===== config.mk =====
export PLATFORM = sky130hd
export DESIGN_NAME = pbsrf_ctrl
export DESIGN_NICKNAME = d
export VERILOG_FILES = /design/src/design/pbsrf_pkg.sv /design/src/design/pbsrf_ctrl.sv
export SDC_FILE = /design/constraint.sdc
export NUM_CORES = 1
export LEC_CHECK = 0
export BUFFER_PORTS_ARGS = -buffer_cell sky130_fd_sc_hd__buf_4
export CORE_AREA = 2 2 39 41
export CTS_CLUSTER_SIZE = 16
export DETAILED_ROUTE_END_ITERATION = 6
export DIE_AREA = 0 0 41 43
export GPL_TIMING_DRIVEN = 0
export PLACE_DENSITY = 0.46
export SYNTH_ARGS = -nofsm -noshare
export SYNTH_HDL_FRONTEND = slang
export SYNTH_SLANG_ARGS = --single-unit

===== constraint.sdc =====
create_clock -name clk -period 1.8 [get_ports clk]
set_clock_uncertainty 0.15 [all_clocks]
set_input_delay 0 -clock clk [delete_from_list [all_inputs] [get_ports clk]]
set_output_delay 0 -clock clk [all_outputs]
set_load 0.02 [all_outputs]

===== src/design/pbsrf_pkg.sv =====
// ----------------------------------------------------------------------------
// pbsrf_pkg
// Shared types and constants for the packet blocklist and SYN rate filter.
// ----------------------------------------------------------------------------
package pbsrf_pkg;

	localparam int CFG_IDX_W  = 2;
	localparam int CFG_DATA_W = 64;
	localparam int LRU_W      = 3;

	localparam logic [1:0] OP_PACKET = 2'd0;
	localparam logic [1:0] OP_ADD    = 2'd1;
	localparam logic [1:0] OP_REMOVE = 2'd2;

	localparam logic [CFG_IDX_W-1:0] CFG_GAME_PORT = 2'd0;
	localparam logic [CFG_IDX_W-1:0] CFG_SYN_LIMIT = 2'd1;
	localparam logic [CFG_IDX_W-1:0] CFG_WINDOW    = 2'd2;

	localparam logic [2:0] R_PASS      = 3'd0;
	localparam logic [2:0] R_BLOCK     = 3'd1;
	localparam logic [2:0] R_FLOOD     = 3'd2;
	localparam logic [2:0] R_MALFORMED = 3'd3;
	localparam logic [2:0] R_UNCOUNTED = 3'd4;

	localparam logic [15:0] ETHERTYPE_IPV4  = 16'h0800;
	localparam logic [7:0]  PROTO_TCP       = 8'd6;
	localparam logic [16:0] ETH_HDR_BYTES   = 17'd14;
	localparam logic [16:0] IP_HDR_BYTES    = 17'd20;
	localparam logic [16:0] TCP_HDR_BYTES   = 17'd20;
	localparam logic [3:0]  MIN_HDR_WORDS   = 4'd5;
	localparam logic [15:0] PRIV_PORT_LIMIT = 16'd1024;
	localparam logic [31:0] HASH_MULT       = 32'h9E37_79B1;
	localparam logic [32:0] SYN_COUNT_MAX   = 33'h1_0000_0000;

	localparam int F_FIN = 0;
	localparam int F_SYN = 1;
	localparam int F_RST = 2;
	localparam int F_PSH = 3;
	localparam int F_ACK = 4;
	localparam int F_URG = 5;

	typedef struct packed {
		logic [1:0]  operation;
		logic [63:0] now_ns;
		logic [15:0] frame_len;
		logic [15:0] ethertype;
		logic [3:0]  ip_ihl;
		logic [7:0]  ip_protocol;
		logic [31:0] src_addr;
		logic [5:0]  tcp_flag_bits;
		logic [3:0]  tcp_data_offset;
		logic [15:0] tcp_src_port;
		logic [15:0] tcp_dst_port;
		logic [63:0] ban_expiry_ns;
	} in_t;

	typedef struct packed {
		logic        drop;
		logic [2:0]  reason;
		logic [63:0] stat_value;
		logic        table_full;
	} out_t;

	typedef struct packed {
		logic        valid;
		logic [31:0] key;
		logic [63:0] expiry;
	} blk_ent_t;

	typedef struct packed {
		logic             valid;
		logic [31:0]      key;
		logic [63:0]      start;
		logic [32:0]      count;
		logic [LRU_W-1:0] rank;
	} syn_ent_t;

	typedef struct packed {
		logic accept;
		logic clear;
		logic commit;
	} cmd_t;

	typedef struct packed {
		logic clr_last;
		logic out_free;
	} sts_t;

endpackage


===== src/design/pbsrf_ctrl.sv =====
// ----------------------------------------------------------------------------
// pbsrf_ctrl
// Sequencer: table clearing after reset, request intake, commit timing.
// ----------------------------------------------------------------------------
module pbsrf_ctrl (
	input  logic            clk,
	input  logic            arst_n,
	input  logic            item_valid,
	output logic            item_ready,
	output pbsrf_pkg::cmd_t cmd,
	input  pbsrf_pkg::sts_t sts
);
	import pbsrf_pkg::*;

	localparam logic [1:0] ST_IDLE   = 2'd0;
	localparam logic [1:0] ST_CLEAR  = 2'd1;
	localparam logic [1:0] ST_WAIT   = 2'd2;
	localparam logic [1:0] ST_COMMIT = 2'd3;
	// hash, table read, lookup and evaluation stages in the datapath
	localparam logic [2:0] WAIT_LAST = 3'd6;

	logic [1:0] state_q;
	logic [2:0] wait_q;

	assign item_ready = state_q == ST_IDLE;
	assign cmd.accept = item_valid && item_ready;
	assign cmd.clear  = state_q == ST_CLEAR;
	assign cmd.commit = state_q == ST_COMMIT && sts.out_free;

	always_ff @(posedge clk or negedge arst_n) begin
		if (!arst_n) begin
			state_q <= ST_CLEAR;
			wait_q  <= '0;
		end else begin
			case (state_q)
				ST_CLEAR: begin
					if (sts.clr_last) begin
						state_q <= ST_IDLE;
					end
				end
				ST_IDLE: begin
					if (cmd.accept) begin
						state_q <= ST_WAIT;
						wait_q  <= '0;
					end
				end
				ST_WAIT: begin
					if (wait_q == WAIT_LAST) begin
						state_q <= ST_COMMIT;
					end else begin
						wait_q <= wait_q + 1'b1;
					end
				end
				ST_COMMIT: begin
					if (sts.out_free) begin
						state_q <= ST_IDLE;
					end
				end
				default: state_q <= ST_IDLE;
			endcase
		end
	end

	a_accept_wait: assert property (@(posedge clk) disable iff (!arst_n)
		cmd.accept |=> state_q == ST_WAIT && wait_q == 3'd0)
		else $error("request accepted without starting the sequence");
	a_clear_closed: assert property (@(posedge clk) disable iff (!arst_n)
		state_q == ST_CLEAR |-> !cmd.accept && !cmd.commit)
		else $error("activity during table clearing");
	a_commit_once: assert property (@(posedge clk) disable iff (!arst_n)
		cmd.commit |=> state_q == ST_IDLE)
		else $error("commit not followed by idle");

endmodule


==> flow_metrics.py <==
metrics = {
    "sta": {
        "slew_viol_final": 0,
        "worstMarginPinSlew_ns": 0.238,
        "fmax_ghz": 0.605,
        "relSlewSlack_pct": 84.1,
        "period_share_pct": 91.8,
        "period_needed_ns": 1.65,
        "rsz0062_at_grt": "no",
        "setup_viol": 0,
        "fin_tns_setup_ns": 0,
        "final-hold-violation-count": 0,
    },
    "route": {
        "routed_via_density": 4.75,
        "first_pass_iters": 2,
        "antenna_left": 0,
        "vias": 318,
        "drc_errors": 0,
        "drt_iter0_drc": 3,
        "wirelength_um": 802,
        "wire_per_inst_um": 12.0,
    },
    "clock_network": {
        "clockBufferDepth": 2,
        "clk_pin_slew_worst_paths_ns": 0.05,
        "root_buffer": "clkbuf_4",
        "ctsResizeCount": 0,
        "htree_levels": 1,
        "clock_latency_ns": 0.25,
        "cts_buffers": 3,
        "cts_tree": "built",
        "cts.sinks": 5,
    },
    "setup_path": {
        "slowest_delay_ns": 0.55,
        "worstSetupPathType": "flop to flop",
        "cp-startpoint": "state_q[0]",
        "r2r_start": "state_q[0]",
        "arrival_ns": 1.63,
        "cp.required_ns": 1.78,
        "critPathSlowestCell": "dfstp_2",
        "cp_max_fo": 4,
        "end_kind": "flop",
        "reg2reg_depth": 4,
        "path_cells": "inv_1 > o21ai_2 > o21ai_0 > dlygate4sd3_1",
        "start_kind": "flop",
    },
    "global_route": {
        "grt_overflow": 0,
        "grt_max_degree": 11,
        "grt_pass1_wl_mm": 1.35,
        "track_usage_pct": 11.9,
        "grt_pass1_vias": 296,
        "antenna_found_initial": 0,
    },
    "layout": {
        "fin_nets": 59,
        "area_growth_pct": 57.2,
        "drive_above_1_share_pct": 29.4,
        "stdcell_count": 67,
        "diodes": 0,
    },
    "floorplanning": {
        "die-area_mm2": 0.00176,
        "fp-row-count": 14,
        "die_h_um": 43,
        "die_x_um": 41,
        "ios": 9,
        "core_mm2": 0.00138,
        "start_util_pct": 22.0,
    },
    "pwr": {
        "power_w": 0.000747,
        "intPower_w": 0.000442,
        "p_comb_share_pct": 49.5,
        "switching_power_w": 0.000305,
        "p_clk_share_pct": 17.7,
        "seqPwrFrac_pct": 32.8,
        "power.share.switching_pct": 40.9,
        "leakage_nw": 0.224,
        "peakVddDrop_uv": 624,
        "power.density_mw_per_mm2": 1560,
    },
    "synthesis": {
        "synth_nets": 39,
        "ys_ff_latch": 5,
        "synthCells": 32,
        "syn-cell-area_um2": 304,
        "yosysSeqAreaShare_pct": 41.6,
        "synthArstFlopShare_pct": 100,
        "synth_edf_count": 0,
        "syn_area_per_cell_um2": 9.50,
        "ys_warn_count": 0,
        "ys_types": 18,
        "synth-main-ff-cell": "dfrtp_1",
    },
    "placed_design": {
        "port-buffer-count": 8,
        "gp_congestion": 0.747,
        "hpwlAfterDp_um": 541,
        "dp.cells": 56,
    },
    "job": {
        "maxCapViolations": 0,
    },
    "min_path": {
        "hold_class": "input pin to async pin",
    },
    "run_status": {
        "outcome": "finished clean",
    },
}
registers in the layout (all words and copies together) (netlist names):
signal and count:
state_q 2, wait_q 3
placed cells by master (no fill, tap or decap), types with 3 or more instances in the layout:
cell,n
buf_4,9
a31oi_1,3
clkbuf_4,3
inv_1,4
dfrtp_1,4
o21ai_0,3
dlygate4sd3_1,6
area by class of cell:
class / count / area [µm²]
Buffer: 1 / 11.3
Timing Repair Buffer: 15 / 128
Sequential cell: 5 / 126
Fill cell: 152 / 906
Multi-Input combinational cell: 22 / 151
Clock buffer: 4 / 26.3
Tap cell: 16 / 20.0
Inverter: 4 / 15.0
stage by stage:
stage	hold slack [ns]	worst slack [ns]	util (%)	area [µm²]
floorplan	-0.446	0.503	-	304
global placement	-0.347	0.429	27.8	384
finish	0.0869	0.148	34.5	478
detailed placement	-0.344	0.336	27.8	384
CTS	0.0783	0.0647	34.0	470
global route	0.0897	0.0759	34.5	478
critical path: cells and delay by family, from the launching register on:
kind / cells / cell delay [ns]
buf+inv: 2 / 0.64
flops: 1 / 0.55
compound gates: 2 / 0.20
path summary, 6_finish.rpt:
kind,end,slack (ns)
min in group clk,wait_q[1],0.41
max,state_q[1],0.15
max reg2reg,state_q[1],0.15
min,state_q[0],0.09
max in group asynchronous,wait_q[1],0.74
min reg2reg,wait_q[1],0.41
power groups by stage:
stage	combinational, W	clock, W	sequential, W
2_1_floorplan	0.000244	0	0.000235
5_1_grt	0.000414	0.000150	0.000255
3_5_place_dp	0.000325	0	0.000258
6_report	0.000370	0.000132	0.000245
3_3_place_gp	0.000311	0	0.000252
4_1_cts	0.000348	0.000136	0.000258
metal layers:
| layer | track usage [%] | vias to the layer above | share of wire, % |
|---|---|---|---|
| met3 | 9.42 | 0 | 7.2 |
| li1 | - | 157 | - |
| met5 | 0 | - | 0 |
| met1 | 14.1 | 152 | 43 |
| met4 | 2.00 | 0 | 0 |
| met2 | 16.9 | 9 | 50 |
timing repair:
action                                  in CTS  in global routing
endpoints found under the hold margin       10                  0
endpoints found under the setup margin       0                  1
hold buffers                                 6                  0
setup buffers                                0                  1
Yosys cell counts, drive strengths merged, types with 2 or more instances:
cell type / n / share of area [%]
dfrtp: 4 / 33
a31oi: 3 / 6.2
inv: 4 / 4.9
a211oi: 2 / 4.9
o21ai: 4 / 7.8
nor2: 2 / 2.5
o2bb2ai: 2 / 5.8
ha: 2 / 8.2
logic make-up after synthesis:
group / after synthesis / share of synthesized area, %
simple gates: 7 / 11.9
compound gates: 12 / 26.3
flops: 5 / 41.6
fa+ha+maj: 2 / 8.23
mux: 1 / 3.29
buf+inv: 5 / 8.64
Note: power is estimated with default switching activity, not from simulation.
